`src/hw/rtl/sct_pkg.sv`:
```
// ----------------------------------------------------------------------------
// sct_pkg
// Shared sizes, codes and record layouts of the session counter table.
// ----------------------------------------------------------------------------
package sct_pkg;

  // Table geometry
  localparam int MACHINE_SLOTS        = 16;
  localparam int SESSIONS_PER_MACHINE = 4;
  localparam int MACHINE_ID_BYTES     = 8;
  localparam int SESSION_ID_BYTES     = 8;

  localparam int SESS_DEPTH = MACHINE_SLOTS * SESSIONS_PER_MACHINE;
  localparam int MA_W  = (MACHINE_SLOTS > 1) ? $clog2(MACHINE_SLOTS) : 1;
  localparam int SA_W  = (SESS_DEPTH > 1) ? $clog2(SESS_DEPTH) : 1;
  localparam int SK_W  = (SESSIONS_PER_MACHINE > 1) ? $clog2(SESSIONS_PER_MACHINE) : 1;
  localparam int CNT_W = $clog2(SESSIONS_PER_MACHINE + 1);
  localparam int SCAN_MAX = (MACHINE_SLOTS > SESSIONS_PER_MACHINE) ?
                            MACHINE_SLOTS : SESSIONS_PER_MACHINE;
  localparam int SCAN_W = $clog2(SCAN_MAX + 1);

  // Identifier masks: only the low bytes take part
  localparam logic [63:0] MID_MASK = (MACHINE_ID_BYTES >= 8) ? {64{1'b1}} :
                                     ((64'd1 << (8 * MACHINE_ID_BYTES)) - 64'd1);
  localparam logic [63:0] SID_MASK = (SESSION_ID_BYTES >= 8) ? {64{1'b1}} :
                                     ((64'd1 << (8 * SESSION_ID_BYTES)) - 64'd1);

  typedef enum logic [1:0] {
    REQ_CONNECT, REQ_STATS, REQ_DISCONNECT, REQ_RESERVED
  } req_t;

  typedef enum logic [2:0] {
    STS_OK, STS_NO_MACHINE, STS_NO_SESSION, STS_UNK_MACHINE, STS_UNK_SESSION
  } sts_t;

  typedef enum logic [2:0] {
    S_IDLE, S_MSCAN, S_MPICK, S_SSCAN, S_CALC, S_WRITE, S_OUT
  } state_t;

  typedef struct packed {
    logic [63:0]      machine;
    logic [CNT_W-1:0] open_cnt;
    logic [CNT_W-1:0] search_cnt;
    logic [CNT_W-1:0] prune_cnt;
    logic [31:0]      connects;
    logic [47:0]      first_time;
    logic [47:0]      last_time;
    logic [63:0]      checked_sum;
    logic [63:0]      removed_sum;
    logic [63:0]      best;
    logic [63:0]      uptime;
  } entry_rec_t;

  typedef struct packed {
    logic [63:0] client;
    logic        is_search;
    logic [47:0] start_time;
    logic [63:0] last_checked;
    logic [63:0] last_removed;
  } sess_rec_t;

  // Control into the record update
  typedef struct packed {
    req_t        req;
    logic        sess_hit;
    logic        sess_free;
    logic        new_search;
    logic        ck_ge;
    logic        rm_ge;
    logic        up_gt;
    logic [63:0] ck_delta;
    logic [63:0] rm_delta;
    logic [47:0] up_delta;
  } upd_ctl_t;

  // Outcome of the record update
  typedef struct packed {
    sts_t status;
    logic sess_we;
    logic sess_set;
    logic sess_clr;
  } upd_res_t;

endpackage

```
`src/hw/rtl/sct_update.sv`:
```
// ----------------------------------------------------------------------------
// sct_update
// Record modify step: new machine and session records for one event.
// ----------------------------------------------------------------------------
module sct_update (
  input  sct_pkg::upd_ctl_t   ctl,
  input  sct_pkg::entry_rec_t ent,
  input  sct_pkg::sess_rec_t  sess,
  input  logic [63:0]         sid,
  input  logic [47:0]         now,
  input  logic [63:0]         chk,
  input  logic [63:0]         rem,
  input  logic [63:0]         res,
  output sct_pkg::entry_rec_t ent_new,
  output sct_pkg::sess_rec_t  sess_new,
  output sct_pkg::upd_res_t   outcome
);
  import sct_pkg::*;

  always_comb begin
    ent_new  = ent;
    sess_new = sess;
    outcome  = '{status: STS_OK, sess_we: 1'b0, sess_set: 1'b0, sess_clr: 1'b0};
    ent_new.last_time = now;
    case (ctl.req)
      REQ_CONNECT: begin
        ent_new.connects = ent.connects + 32'd1;
        if (ctl.sess_hit) begin
          // refresh: start time only
          sess_new.start_time = now;
          outcome.sess_we     = 1'b1;
        end else if (ctl.sess_free) begin
          sess_new.client       = sid;
          sess_new.is_search    = ctl.new_search;
          sess_new.start_time   = now;
          sess_new.last_checked = '0;
          sess_new.last_removed = '0;
          outcome.sess_we       = 1'b1;
          outcome.sess_set      = 1'b1;
          ent_new.open_cnt      = ent.open_cnt + CNT_W'(1);
          if (ctl.new_search) begin
            ent_new.search_cnt = ent.search_cnt + CNT_W'(1);
          end else begin
            ent_new.prune_cnt = ent.prune_cnt + CNT_W'(1);
          end
        end else begin
          outcome.status = STS_NO_SESSION;
        end
      end
      REQ_STATS: begin
        if (res > ent.best) begin
          ent_new.best = res;
        end
        if (ctl.sess_hit) begin
          outcome.sess_we = 1'b1;
          if (ctl.ck_ge) begin
            ent_new.checked_sum   = ent.checked_sum + ctl.ck_delta;
            sess_new.last_checked = chk;
          end
          if (ctl.rm_ge) begin
            ent_new.removed_sum   = ent.removed_sum + ctl.rm_delta;
            sess_new.last_removed = rem;
          end
        end else begin
          outcome.status = STS_UNK_SESSION;
        end
      end
      REQ_DISCONNECT: begin
        if (ctl.sess_hit) begin
          outcome.sess_clr = 1'b1;
          if (ctl.up_gt) begin
            ent_new.uptime = ent.uptime + 64'(ctl.up_delta);
          end
          if (ent.open_cnt != '0) begin
            ent_new.open_cnt = ent.open_cnt - CNT_W'(1);
          end
          // stored role decides which count drops
          if (sess.is_search) begin
            if (ent.search_cnt != '0) begin
              ent_new.search_cnt = ent.search_cnt - CNT_W'(1);
            end
          end else if (ent.prune_cnt != '0) begin
            ent_new.prune_cnt = ent.prune_cnt - CNT_W'(1);
          end
        end else begin
          outcome.status = STS_UNK_SESSION;
        end
      end
      default: begin
        outcome.status = STS_UNK_MACHINE;
      end
    endcase
  end

endmodule

```
`config.mk`:
```
export PLATFORM = sky130hd
export DESIGN_NAME = sct_update
export DESIGN_NICKNAME = d
export VERILOG_FILES = /design/src/hw/rtl/sct_pkg.sv /design/src/hw/rtl/sct_update.sv
export SDC_FILE = /design/constraint.sdc
export NUM_CORES = 1
export LEC_CHECK = 0
export BUFFER_PORTS_ARGS = -buffer_cell sky130_fd_sc_hd__buf_4
export CAP_MARGIN = 20
export CORE_AREA = 2 2 744 746
export DETAILED_ROUTE_END_ITERATION = 6
export DIE_AREA = 0 0 746 748
export GPL_TIMING_DRIVEN = 0
export PLACE_DENSITY = 0.3
export SYNTH_ARGS = -nofsm -noshare
export SYNTH_HDL_FRONTEND = slang
export SYNTH_SLANG_ARGS = --single-unit
```
`constraint.sdc`:
```
create_clock -name vclk -period 2.7
set_input_delay 0 -clock vclk [all_inputs]
set_output_delay 0 -clock vclk [all_outputs]
set_load 0.005 [all_outputs]
```
# Yosys cells after proc, flatten, opt, wreduce, memory -nomap -nowiden
# Cells that the tools add are included.
[word_totals]
register_bits = 0
memories = 0
inputBits = 1186
romBits = 0
latchBits = 0
mem_bits_rw = 0
wordCells = 58
[op_classes]
n_eq_ne = 2
addsub = 10
shifts = 0
mux = 40
n_div = 0
reduce_logical = 5
magnitude_cmp = 1
mul = 0
n_bitwise = 0
[ops]
columns = ["operator", "n"]
rows = [
  ["two-way mux 64 bit", 8],
  ["two-way mux 128 bit", 3],
  ["case mux 128 bit (2 select lines)", 1],
  ["two-way mux 241 bit", 1],
  ["two-way mux 192 bit", 1],
  ["adder 64 bit", 2],
  ["two-way mux 113 bit", 1],
  ["two-way mux 65 bit", 1],
  ["adder 64 x 48 -> 64 bit", 1],
  ["> comparator 64 bit", 1],
  ["two-way mux 48 bit", 1],
  ["adder 32 x 1 -> 32 bit, second input constant", 1],
  ["two-way mux 32 bit", 1],
  ["two-way mux 9 bit", 3],
  ["two-way mux 3 bit", 8],
  ["case mux 9 bit (2 select lines)", 1],
  ["adder 3 x 1 -> 3 bit, second input constant", 3],
  ["nonzero test 3 bit", 3],
  ["subtractor 3 x 1 -> 3 bit, second input constant", 3],
  ["two-way mux 2 bit", 3],
  ["case mux 3 bit (2 select lines)", 1],
  ["two-way mux 1 bit", 5],
  ["equality test 2 x 1 -> 1 bit, second input constant", 1],
  ["equality test 2 bit, second input constant", 1],
  ["3 further kinds", 3],
]

# Logic depth before layout (Yosys ltp)
[depth]
word_depth = 5
ltp_mapped = 13
ltp_nobuf = 12

# Worst setup path before layout
# No wires, ideal clock.
[synth_path]
path_type = "input -> output"
start = "input port ctl[0] (netlist bit)"
end = "output port ent_new[50] (netlist bit)"
required_ps = 2700
path_slack_ps = -71
cell_stages = 12
path_buffers = 0
arrival_ps = 2771
path_cell_list = "ha_1 > fa_1 > a211oi_1 > o21ai_0 > a21oi_1 > o21ai_1 > a41oi_1 > o21ai_1 > a211oi_1 > o31a_1 > nand2b_1 > xnor2_1"
[synth_rtl]
columns = ["element", "line_no", "rtl"]
rows = [
  ["start, declared", "sct_update.sv:6", "input sct_pkg::upd_ctl_t ctl,"],
  ["end, declared", "sct_update.sv:14", "output sct_pkg::entry_rec_t ent_new,"],
]

==> impl_metrics.py <==
metrics = {
    "layout": {
        "final_cells": 12375,
        "design.seq.count": 0,
        "regArea_um2": 0,
        "final_util_pct": 8.93,
        "drive_above_1_share_pct": 55.3,
        "fillers": 64962,
        "num-clock-buffers": 0,
        "area_growth_pct": 142,
        "nets": 6428,
    },
    "route": {
        "first_pass_iters": 7,
        "initialDrtViolationCount": 2004,
        "wl_met2_um": 198000,
        "wl_met3_um": 48500,
        "via_count": 33039,
        "ant_nets": 0,
        "wl_um": 419000,
        "drc_errors": 0,
        "wire_per_inst_um": 33.9,
        "wl_met1_um": 162000,
        "dr.max_layer_used": "met5",
        "avgViaCountPerCell": 2.67,
    },
    "logic_synthesis": {
        "yosys.area.top_type": "ha_1",
        "post_synth.cell_area_avg_um2": 6.58,
        "synth_cell_types": 74,
        "synth_top_area_share_pct": 15.5,
        "synth_fp_nets": 4529,
        "synth_cells": 3088,
        "ys_top_cells_by_count": "nand2_1, ha_1, o21ai_0",
        "yosys.cell_count.top_type": "nand2_1",
        "yosysSeqAreaShare_pct": 0,
        "synth_area_mm2": 0.0203,
        "ys_warn_count": 0,
        "ys_top_cells_by_area": "ha_1, nand2_1, mux2_2, o21ai_0, buf_4",
    },
    "global_routing": {
        "grt_pass1_vias": 32531,
        "grt_first_pass_wirelength_um": 488000,
        "antenna_found_initial": 323,
        "grt_max_degree": 11,
        "gr-total-overflow": 0,
        "grt_use_total_pct": 14.3,
    },
    "sta": {
        "relSlewSlack_pct": 10.4,
        "whs_ns": 0.166,
        "rsz0062_at_grt": "true",
        "setup_viol": 140,
        "fmax_ghz": 0.277,
        "worst_slew_pin_slew_ns": 1.34,
        "min_period_ns": 3.61,
        "post-route-period-util_pct": 134,
        "setup_ws_ns": -0.905,
        "hold_violations": 0,
        "maxSlewViolCount": 0,
    },
    "floorplan": {
        "die_x_um": 746,
        "die_h_um": 748,
        "dieArea_mm2": 0.558,
        "fp-row-count": 273,
        "io_pins": 1890,
        "initial_utilization_pct": 3.69,
        "core_region_area_mm2": 0.551,
    },
    "placement": {
        "io_buffers": 1729,
        "place.gp.congestion": 0.930,
        "post-place-cells": 12134,
        "hpwl_um": 397000,
    },
    "critical_path": {
        "slowest_stage": "a2111oi_4",
        "cp.arrival_ns": 3.61,
        "critical-path-top-delay-family": "compound AO/OA/AOI/OAI gates",
        "crit_buf_inv": 4,
        "required_ns": 2.70,
        "cpPeakStageDelay_ns": 0.80,
        "cp-end-kind": "primary output",
        "critPathLaunchType": "primary input",
        "criticalPathCategory": "primary input to primary output",
        "critical_path_peak_fanout": 6,
        "crit_chain": "buf_6 > ha_4 > nand4_1 > nor3_4 > buf_6 > nand3_4 > a2111oi_4 > a211oi_4 > buf_8 > o211a_4 > nor2_4 > a41oi_4 > or4_4 > nand4_1 > buf_4",
    },
    "power_and_ir_drop": {
        "pwr_density_cell_mw_per_mm2": 218,
        "ir_worst_vdd_uv": 127,
        "p_leak_nw": 20.6,
        "p_total_w": 0.0107,
    },
    "clock_tree": {
        "hold_buffers": 0,
    },
    "run_status": {
        "violations": "setup timing",
        "status": "finished with violations",
    },
    "job": {
        "drv_cap": 0,
    },
    "hold_path": {
        "hp-class": "primary input to primary output",
    },
}
cell type report:
type,instances,area (um^2),area share [%]
antenna,103,258,0.524
buffer,298,1970,4.01
multi-input combinational,2608,21500,43.6
inverter,141,537,1.09
timing repair buffer,1938,15800,32.2
tap,7287,9120,18.5
worst paths after layout:
| check | startpoint | to | depth (start not counted) |
|---|---|---|---|
| max | ent[154] | ent_new[189] | 15 |
| min | ent[304] | ent_new[304] | 2 |
through the flow:
stage          setup WS [ns]  instance area (um^2)  TNS (ns)
3_5_place_dp           -3.34                 42900   -604.18
3_3_place_gp           -4.93                 42400  -1018.66
6_report              -0.905                 49200    -44.14
2_1_floorplan         0.0304                 20300         0
4_1_cts               -0.971                 47400    -39.62
5_1_grt               -0.921                 49000    -61.69
logic make-up after synthesis:
family | Yosys count | share of synthesized area (%)
AOI/OAI and AO/OA | 988 | 32.0
xor gates and xnor gates | 197 | 8.50
adders and majority gates | 255 | 15.8
buffers and inverters | 480 | 11.9
muxes | 179 | 9.92
and+or+nand+nor | 989 | 21.8
power by group:
group          switching [W]   internal (W)  leakage, nW      total (W)
Sequential                 0              0            0              0
Combinational        0.00606        0.00468         20.6         0.0107
Clock                      0  0.00000000423     0.000649  0.00000000423
metal layers:
layer,global-route usage (%),vias up
met1,15.9,15825
met4,2.20,204
li1,-,14939
met3,7.30,427
met2,24.5,1644
met5,0,-
placed cells by master, fill, tap and decap left out, types with 20 or more instances in the layout:
cell type / count
nor2_1: 111
nor3_1: 31
a21oi_1: 199
buf_12: 31
nand4_1: 87
ha_4: 70
buf_6: 176
mux2_4: 56
a21oi_2: 23
clkbuf_2: 26
mux2_2: 122
buf_8: 24
diode_2: 103
xor2_1: 70
o21ai_1: 63
o21ai_0: 138
nand2_1: 515
ha_1: 167
clkbuf_1: 81
xnor2_1: 96
o21bai_1: 34
a21o_1: 129
nand3_1: 44
inv_1: 139
and3_1: 26
o21ai_2: 43
a22o_1: 124
o21a_1: 20
buf_4: 1868
timing repair:
action,in CTS,in global routing
endpoints found under the setup margin,503,194
buffers inserted,122,59
pin swaps,196,148
gates resized for setup,817,283
cloned,4,1
(Power assumes the default switching activity.)
