==> src/hw/rtl/sct_ram.sv <==
// ----------------------------------------------------------------------------
// sct_ram
// Generic single-write, single-read RAM with registered read data.
// ----------------------------------------------------------------------------
module sct_ram #(
  parameter int WIDTH = 8,
  parameter int DEPTH = 16,
  localparam int AW = (DEPTH > 1) ? $clog2(DEPTH) : 1
) (
  input  logic             clk,
  input  logic             we,
  input  logic [AW-1:0]    waddr,
  input  logic [WIDTH-1:0] wdata,
  input  logic [AW-1:0]    raddr,
  output logic [WIDTH-1:0] rdata
);

  logic [WIDTH-1:0] mem_r [DEPTH];

  // write port and registered read port
  always_ff @(posedge clk) begin
    if (we) begin
      mem_r[waddr] <= wdata;
    end
    rdata <= mem_r[raddr];
  end

endmodule

==> config.mk <==
export PLATFORM = sky130hd
export DESIGN_NAME = sct_ram
export DESIGN_NICKNAME = d
export VERILOG_FILES = /design/src/hw/rtl/sct_ram.sv
export SDC_FILE = /design/constraint.sdc
export NUM_CORES = 1
export LEC_CHECK = 0
export ABC_AREA = 1
export BUFFER_PORTS_ARGS = -buffer_cell sky130_fd_sc_hd__buf_4
export CAP_MARGIN = 10
export CORE_UTILIZATION = 55
export DETAILED_ROUTE_END_ITERATION = 8
export GPL_TIMING_DRIVEN = 0
export PLACE_DENSITY_LB_ADDON = 0.12
export SYNTH_ARGS = -nofsm -noshare
export SYNTH_HDL_FRONTEND = slang
export SYNTH_SLANG_ARGS = --single-unit
export TNS_END_PERCENT = 5
==> constraint.sdc <==
create_clock -name clk -period 1.85 [get_ports clk]
set_clock_uncertainty 0.05 [all_clocks]
set_input_delay 0.37 -clock clk [delete_from_list [all_inputs] [get_ports clk]]
set_output_delay 0.37 -clock clk [all_outputs]
set_load 0.02 [all_outputs]
[Word level (Yosys, flattened, before mapping)]
Memory sizes are Yosys's and may differ from the RTL's. A register that Yosys moved wholly into a read port is not among the register bits.
Index checks and enable logic that the tools add are counted.
Operators by class
  muxes and demuxes: 2
Operators by type and width (number)
  $mux 1: 2
Word-level totals
  word-level logic and storage cells: 3
  memories: 1
  bits in registers: 0
  RAM bits: 128
  bits of input ports: 18
  output and inout bits: 8
Memory list
  mem_r: depth 16, bits a word 8, read ports 1, clocked after memory_dff 1, write ports 1, line 18  | logic [WIDTH-1:0] mem_r [DEPTH];

[Logic depth before layout (Yosys ltp)]
Gate-level depths: netlist (run 1).
  depth after elaboration: 2
  depth in mapped cells: 8
  gate-level depth less buffers: 7

[Least setup slack after synthesis (run 1)]
Ideal clock, no wire load.
  path type: input port to flip-flop
  start: input waddr[2]
  end: memory mem_r[10][0] (enable)
  slack: 479 ps
  buffers on the path: 0
  data required time: 1430 ps
  setup time: 370 ps
  stages on the path: 2
  data arrival time: 951 ps
  path through: nand3b_1 nor2_1
RTL lines
  from (decl): line 12  | input logic [AW-1:0] waddr,
  to (decl): line 18
No word-level cell before the write port.

[Worst setup path after layout (run 1)]
  start: input waddr[2]
  end: memory mem_r[9][4] (enable)
No word-level cell before the write port.

==> flow_summary.toml, run 1 <==
[drt]
vias = 4000
dr.pass1.iters = 5
vias_per_cell = 5.40
initialDrtViolationCount = 479
drc = 0
totalWireLength_um = 13900
wl_per_cell_um = 18.8
ant_nets = 0

[run_status]
outcome = "complete, no violations"

[synth]
syn_nets = 569
avgSynthCellArea_um2 = 10.5
synth_top_area_share_pct = 66.7
yosysTopAreaCell = "edfxtp_1"
synth-seq-cells = 136
seq_area_frac_synth_pct = 69.4
synth_cells = 551
yosysWarnings = 0
synth_area_mm2 = 0.00577
ys_top_cells_by_area = "edfxtp_1, nand2_1, nand3_1"
synth.distinct_cells = 12

[setup_path]
end_kind = "flop"
timing.rr.start = "mem_r[10][5]"
r2r_cells = 6
cp_data_required_time_ps = 1950
crit_slowest_cell = "nor2_1"
crit_fanout = 8
critPathMaxStageDelay_ps = 770
crit_type = "input port to flop"
arrival_ps = 1500
crit_path_start_kind = "input port"
worstReg2RegEnd = "rdata[5]"
path_cells = "buf_4 > nand3b_1 > nor2_1"
r2r_slack_ps = 730

[floorplanning]
start_util_pct = 56.4
die_y_um = 104
die_x_um = 104
core_area_mm2 = 0.0102
dieArea_mm2 = 0.0109
pin_count = 26
rows = 37

[placed_design]
place_ws_ps = -67.7
place_congestion = 0.837
io_buffer_count = 22
hpwlAfterDp_um = 8740

[global_route]
grt_pass1_vias = 3826
grt_start_max_net_pins = 17
antenna_found_initial = 0
grt_pass1_wl_um = 21600
grt_overflow_total = 0
grt_usage_pct = 28.0

[cells_and_area]
final_core_util_pct = 65.9
n_antenna_cell = 0
fillerInstances = 764
drive_gt1_share_pct = 12.9
syn2layout_area_growth_pct = 17.0
nets = 610

[clock_tree]
clock_latency_ps = 530
cts_inserted_buffers = 17
ctsResizeCount = 0
clockBufferDepth = 2
numClockSinks = 136
cts-root-buf = "clkbuf_8"
clkTransAtPathRegs_ps = 60
htree_levels = 4
postCtsSetupRepairBufs = 0
hold_buffers = 0
cts_tree = "yes"

[sta]
rsz0062_at_grt = "false"
fmaxAchievable_ghz = 0.712
fin_ws_ps = 445
period_share_pct = 75.9
final-max-slew-violation-count = 0
finalHoldViolCount = 0
relSlewSlack_pct = 35.4
final.min_clock_period_ps = 1400
worstMarginPinSlew_ps = 965
setup_viol_count_final = 0

[power]
p_sw_w = 0.00160
p_int_w = 0.00599
powerDensity_mw_per_mm2 = 1130
combPwrFrac_pct = 6.5
pwr-share-seq_pct = 45.6
p_leak_nw = 2.94
clkPwrFrac_pct = 47.9
max-vdd-ir-drop_mv = 0.749
switching_share_pct = 21.1

[min_path]
hold_class = "input port to flop"
min-delay-start = "wdata[2]"
hold_end = "mem_r[12][2]"
min_path_cells = 1

[flow_run]
cap_violations = 0
## power by group through the flow
stage / clock (W) / sequential (W) / combinational [W]
finish: 0.00363 / 0.00346 / 0.000495
global route: 0.00376 / 0.00347 / 0.000536
CTS: 0.00364 / 0.00346 / 0.000488
detailed placement: 0 / 0.00353 / 0.000484
global placement: 0 / 0.00352 / 0.000477
floorplan: 0 / 0.00355 / 0.000243
## per-layer routing
metal	part of all wire, %	vias up	global-route usage (%)
met2	46	219	42.3
met4	2.9	0	12.3
met1	42	1891	39.3
met5	0	-	0
met3	9.4	36	6.02
li1	-	1854	-
## worst max-delay path by stage
| stage | end | startpoint | depth (start not counted) |
|---|---|---|---|
| after floorplan | mem_r[10][0] | waddr[2] | 2 |
| after global placement | mem_r[4][0] | waddr[3] | 3 |
| after detailed placement | mem_r[4][5] | waddr[3] | 3 |
| after CTS | rdata[5] | rdata[5] | 1 |
| after global routing | mem_r[9][1] | waddr[2] | 3 |
| final | mem_r[9][4] | waddr[2] | 3 |
## per-stage QoR
step	setup TNS (ps)	cells	cell area (µm²)	power, W	hold slack, ps
2_1_floorplan	0	551	5770	0.00379	419
3_3_place_gp	-1160	709	6100	0.00400	625
3_5_place_dp	-1300	709	6100	0.00401	627
4_1_cts	0	741	6750	0.00759	105
5_1_grt	0	741	6750	0.00777	128
6_report	0	741	6750	0.00759	125
## layout by cell type, fill, tap and decap left out
| cell | n |
|---|---|
| clkbuf_8 | 3 |
| buf_4 | 26 |
| dfxtp_1 | 8 |
| nor2_1 | 17 |
| clkinv_4 | 2 |
| buf_6 | 6 |
| clkinv_2 | 3 |
| nand2_1 | 173 |
| inv_1 | 100 |
| bufinv_16 | 5 |
| clkbuf_1 | 1 |
| nand3b_1 | 2 |
| nand3_1 | 97 |
| buf_1 | 1 |
| edfxtp_1 | 128 |
| clkinvlp_4 | 2 |
| inv_2 | 2 |
| buf_2 | 13 |
| clkbuf_16 | 16 |
## cells in the mapped netlist (all sizes together)
master and n:
buf 24, dfxtp 8, edfxtp 128, inv 102, nand2 173, nand3 97
nand3b 2, nor2 17
## worst max-delay path, delay by kind of cell
kind,cells,cell delay [ps]
buffers and inverters,1,120
AND/OR/NAND/NOR,2,1000
## sequential cells by signal, indices dropped and copies added (netlist names)
signal  cells
mem_r     128
rdata       8
## cell type report
class                   instances  area [µm²]  share of cell area (%)
clock buffers                  20         445                    6.60
plain buffers                  24         166                    2.47
inverters                     102         383                    5.68
repair buffers                 22         165                    2.45
flip-flops and latches        136        4000                    59.4
well taps                     136         170                    2.52
multi-input cells             289        1210                    18.0
clock inverters                12         198                    2.93
## cell families after synthesis
family                 Yosys count  share of synthesized area (%)
AND/OR/NAND/NOR                289                           21.0
flip-flops                     136                           69.4
buffers and inverters          126                           9.52
Power figures use the tool's default switching activity.
==> run 2, diff against run 1 <==
Clock period 1.85 ns to 1.3 ns, I/O delays scaled along.
==> flow_summary.toml, run 2 (same netlist as run 1, synthesis figures left out) <==
[drt]
dr.pass1.iters = 5
drt-met1-wl_um = 5770
routed-wl-met3_um = 1300
wl_per_cell_um = 18.9
vias_per_cell = 5.36
drc = 0
highest_layer = "met4"
routed-wl-met2_um = 6570
vias = 3980
ant_nets = 0
initialDrtViolationCount = 454
totalWireLength_um = 14000

[min_path]
hold_class = "input port to flop"
min-delay-start = "wdata[4]"
hold_end = "mem_r[15][4]"
min_path_cells = 1

[cells_and_area]
drive_gt1_share_pct = 14.0
final_cells = 742
regMostFlops = "mem_r"
reg.largest.list = "mem_r: 128 flops, rdata: 8 flops"
final_common_cell = "nand2_1"
fillerInstances = 757
syn2layout_area_growth_pct = 17.8
n_antenna_cell = 0
largest_register_ffs = 128
layout_common_cells = "nand2_1, edfxtp_1, inv_1"
nets = 611

[global_route]
grt_start_max_net_pins = 17
antenna_found_initial = 0
grt_pass1_wl_um = 21600
grt_pass1_vias = 3841
grt_usage_pct = 28.1
grt_overflow_total = 0

[clock_tree]
cts-root-buf = "clkbuf_8"
cts_inserted_buffers = 17
numClockSinks = 136
clock_latency_ps = 530
clockBufferDepth = 2
htree_levels = 4
clkTransAtPathRegs_ps = 60
cts_tree = "yes"

[power]
p_leak_nw = 2.95
max-vdd-ir-drop_mv = 1.07
powerDensity_mw_per_mm2 = 1590

[setup_path]
r2r_cells = 6
cp_top_family = "flip-flops"
end_kind = "primary output"
crit_fanout = 1
path_cells = "buf_6"
timing.rr.start = "mem_r[10][5]"
crit_type = "flop to primary output"
critPathBufInv = 1
crit_path_start_kind = "flop"
arrival_ps = 960
crit_slowest_cell = "dfxtp_2"
r2r_slack_ps = 200
cp_data_required_time_ps = 990
critPathMaxStageDelay_ps = 320
worstReg2RegEnd = "rdata[5]"

[floorplanning]
core_area_mm2 = 0.0102
die_x_um = 104
dieArea_mm2 = 0.0109
pin_count = 26
start_util_pct = 56.4
rows = 37
die_y_um = 104

[sta]
rsz0062_at_grt = "true"
final.min_clock_period_ps = 1270
fmaxAchievable_ghz = 0.786
fin_setup_tns_ps = 0
worstMarginPinSlew_ps = 913
final-max-slew-violation-count = 0
finalHoldViolCount = 0
period_share_pct = 97.9
relSlewSlack_pct = 38.9
setup_viol_count_final = 0

[placed_design]
place_congestion = 0.837
dp.cells = 709
io_buffer_count = 22
hpwlAfterDp_um = 8740

[flow_run]
cap_violations = 0

[run_status]
outcome = "complete, no violations"
run 2: cell types whose count changed in the layout (fill, tap and decap cells not counted), sizes merged:
cell,previous run,this run
dlygate4sd3,0,1
run 2: worst max-delay path by stage:
stage,start,endpoint,slack (ps),depth (start not counted)
3_3_place_gp,waddr[3],mem_r[4][0],-510,3
2_1_floorplan,waddr[3],mem_r[4][0],40,2
4_1_cts,rdata[6],rdata[6],3,1
5_1_grt,waddr[3],mem_r[4][2],-20,3
3_5_place_dp,waddr[3],mem_r[4][5],-510,3
6_report,rdata[3],rdata[3],30,1
run 2: final cells by class:
cell class,instances,area (µm²),area share (%)
Buffer,24,166,2.45
Clock buffer,20,445,6.56
Clock inverter,12,198,2.91
Inverter,102,383,5.64
Multi-Input combinational cell,289,1220,17.9
Sequential cell,136,4010,59.1
Tap cell,136,170,2.51
Timing Repair Buffer,23,201,2.97
run 2: routing by layer:
layer  up-vias  GRT usage [%]
li1       1858              -
met1      1873           39.4
met2       217           42.4
met3        32           6.02
met4         0           12.4
met5         -              0
run 2: timing repair:
action | in CTS | in global routing
setup buffers | 0 | 0
hold buffers | 1 | 0
endpoints found under the hold margin | 16 | 0
gates resized for setup | 2 | 12
endpoints found under the setup margin | 1 | 23
pin swaps | 0 | 0
run 2: through the flow:
step	utilization, %	power (W)	area [µm²]	worst slack (ps)	hold slack [ps]
2_1_floorplan	-	0.00540	5770	39.2	309
3_3_place_gp	59.6	0.00569	6100	-508	541
3_5_place_dp	59.6	0.00571	6100	-508	539
4_1_cts	66.1	0.0108	6760	2.62	19.9
5_1_grt	66.4	0.0111	6790	-18.9	31.3
6_report	66.4	0.0108	6790	27.1	29.7
run 2: report_power, final:
part | internal [W] | leakage [nW] | switching (W)
logic | 0.000234 | 1.42 | 0.000488
registers | 0.00491 | 1.22 | 0.0000303
clock network | 0.00340 | 0.311 | 0.00177
total | 0.00855 | 2.95 | 0.00228
==> run 3, diff against run 2 <==
Settings changed: CELL_PAD_IN_SITES_DETAIL_PLACEMENT from default to 1, CELL_PAD_IN_SITES_GLOBAL_PLACEMENT from default to 2, CORE_UTILIZATION 55 to 40.
==> flow_summary.toml, run 3 (same netlist as run 1, synthesis figures left out) <==
[cells_and_area]
final_common_cell = "nand2_1"
layout_common_cells = "nand2_1, edfxtp_1, inv_1"
largest_register_ffs = 128
nets = 610
reg.largest.list = "mem_r: 128 flops, rdata: 8 flops"
syn2layout_area_growth_pct = 17.5
fillerInstances = 1551
multi_input_area_mm2 = 0.00124
drive_gt1_share_pct = 13.9
regMostFlops = "mem_r"
n_antenna_cell = 0
seqCellArea_mm2 = 0.00400

[power]
p_leak_nw = 2.92
p_int_w = 0.00811
p_sw_w = 0.00226
switching_share_pct = 21.8
total_power_w = 0.0104
max-vdd-ir-drop_mv = 0.935
powerDensity_mw_per_mm2 = 1530
combPwrFrac_pct = 7.0
clkPwrFrac_pct = 45.5
pwr-share-seq_pct = 47.5

[clock_tree]
hold_buffers = 0
clock_latency_ps = 420
htree_levels = 4
clkTransAtPathRegs_ps = 50
cts_inserted_buffers = 17
cts-root-buf = "clkbuf_16"
clockBufferDepth = 2
numClockSinks = 136
cts_tree = "yes"

[setup_path]
end_kind = "flop"
cp_top_family = "simple AND/OR/NAND/NOR gates"
arrival_ps = 1400
critPathBufInv = 1
crit_slowest_cell = "nor2_1"
crit_path_start_kind = "input port"
cp_data_required_time_ps = 1290
critPathMaxStageDelay_ps = 770
path_cells = "buf_4 > nand3b_1 > nor2_1"
crit_fanout = 8
crit_type = "input port to flop"

[drt]
wl_per_cell_um = 20.2
initialDrtViolationCount = 260
vias = 3887
vias_per_cell = 4.95
totalWireLength_um = 15800
ant_nets = 0
dr.pass1.iters = 4
drc = 0

[floorplanning]
die_y_um = 122
start_util_pct = 41.2
dieArea_mm2 = 0.0149
die_x_um = 122
core_area_mm2 = 0.0140
rows = 43
pin_count = 26

[global_route]
grt_pass1_wl_um = 23800
grt_overflow_total = 0
grt_start_max_net_pins = 17
grt_usage_pct = 23.5
grt_pass1_vias = 3928
antenna_found_initial = 0

[sta]
fmaxAchievable_ghz = 0.710
fin_ws_ps = -109
worstMarginPinSlew_ps = 948
rsz0062_at_grt = "true"
final-max-slew-violation-count = 0
final.min_clock_period_ps = 1410
finalHoldViolCount = 0
fin_setup_tns_ps = -1530
setup_viol_count_final = 16
relSlewSlack_pct = 36.6
period_share_pct = 108

[placed_design]
place_congestion = 0.769
hpwlAfterDp_um = 10600
io_buffer_count = 22
place_ws_ps = -612

[min_path]
hold_class = "input port to flop"

[flow_run]
cap_violations = 0

[run_status]
outcome = "finished, violations left"
violations = "negative setup slack"
## run 3: path summary, 6_finish.rpt
path	start	to	slack [ps]	cells after the start
worst min-delay path	wdata[2]	mem_r[8][2]	130	1
worst max register to register	mem_r[10][1]	rdata[1]	200	6
worst max-delay path	waddr[2]	mem_r[8][5]	-110	3
worst min register to register	mem_r[12][5]	rdata[5]	660	6
## run 3: through the flow
step                      area, µm²  hold slack (ps)  cells  utilization [%]
after floorplan                5770              309    551                -
final                          6780              126    785             48.4
after global placement         6160              550    753             44.0
after global routing           6780              124    785             48.4
after detailed placement       6160              557    753             44.0
after CTS                      6760              116    785             48.3
## run 3: layout make-up
cell class / count / area share (%)
multi-input cells: 289 / 18.2
plain buffers: 24 / 2.46
well taps: 180 / 3.32
clock buffers: 27 / 8.38
flip-flops and latches: 136 / 59.1
repair buffers: 22 / 2.44
clock inverters: 5 / 0.406
inverters: 102 / 5.65
## run 3: per-layer routing
metal / vias up / track usage [%] / share of wire [%]
li1: 1855 / - / -
met1: 1928 / 31.9 / 47
met2: 89 / 36.7 / 46
met3: 15 / 5.43 / 4.7
met4: 0 / 9.15 / 1.8
met5: - / 0 / 0
## run 3: power by group through the flow
stage	registers (W)	logic, W	clock network [W]
2_1_floorplan	0.00505	0.000346	0
3_3_place_gp	0.00502	0.000718	0
3_5_place_dp	0.00502	0.000727	0
4_1_cts	0.00493	0.000732	0.00478
5_1_grt	0.00494	0.000799	0.00495
6_report	0.00493	0.000727	0.00471
## run 3: repair_timing
| action | CTS | global route |
|---|---|---|
| resized for setup | 4 | 5 |
| buffers inserted | 0 | 0 |
| setup endpoints to repair | 64 | 72 |
## run 3: worst reg2reg max path: stages (launching register included)
cell and delay, ps:
edfxtp_1 380, inv_1 60, nand2_1 50, nand3_1 100, nand3_1 90, nand3_1 170
nand2_1 80
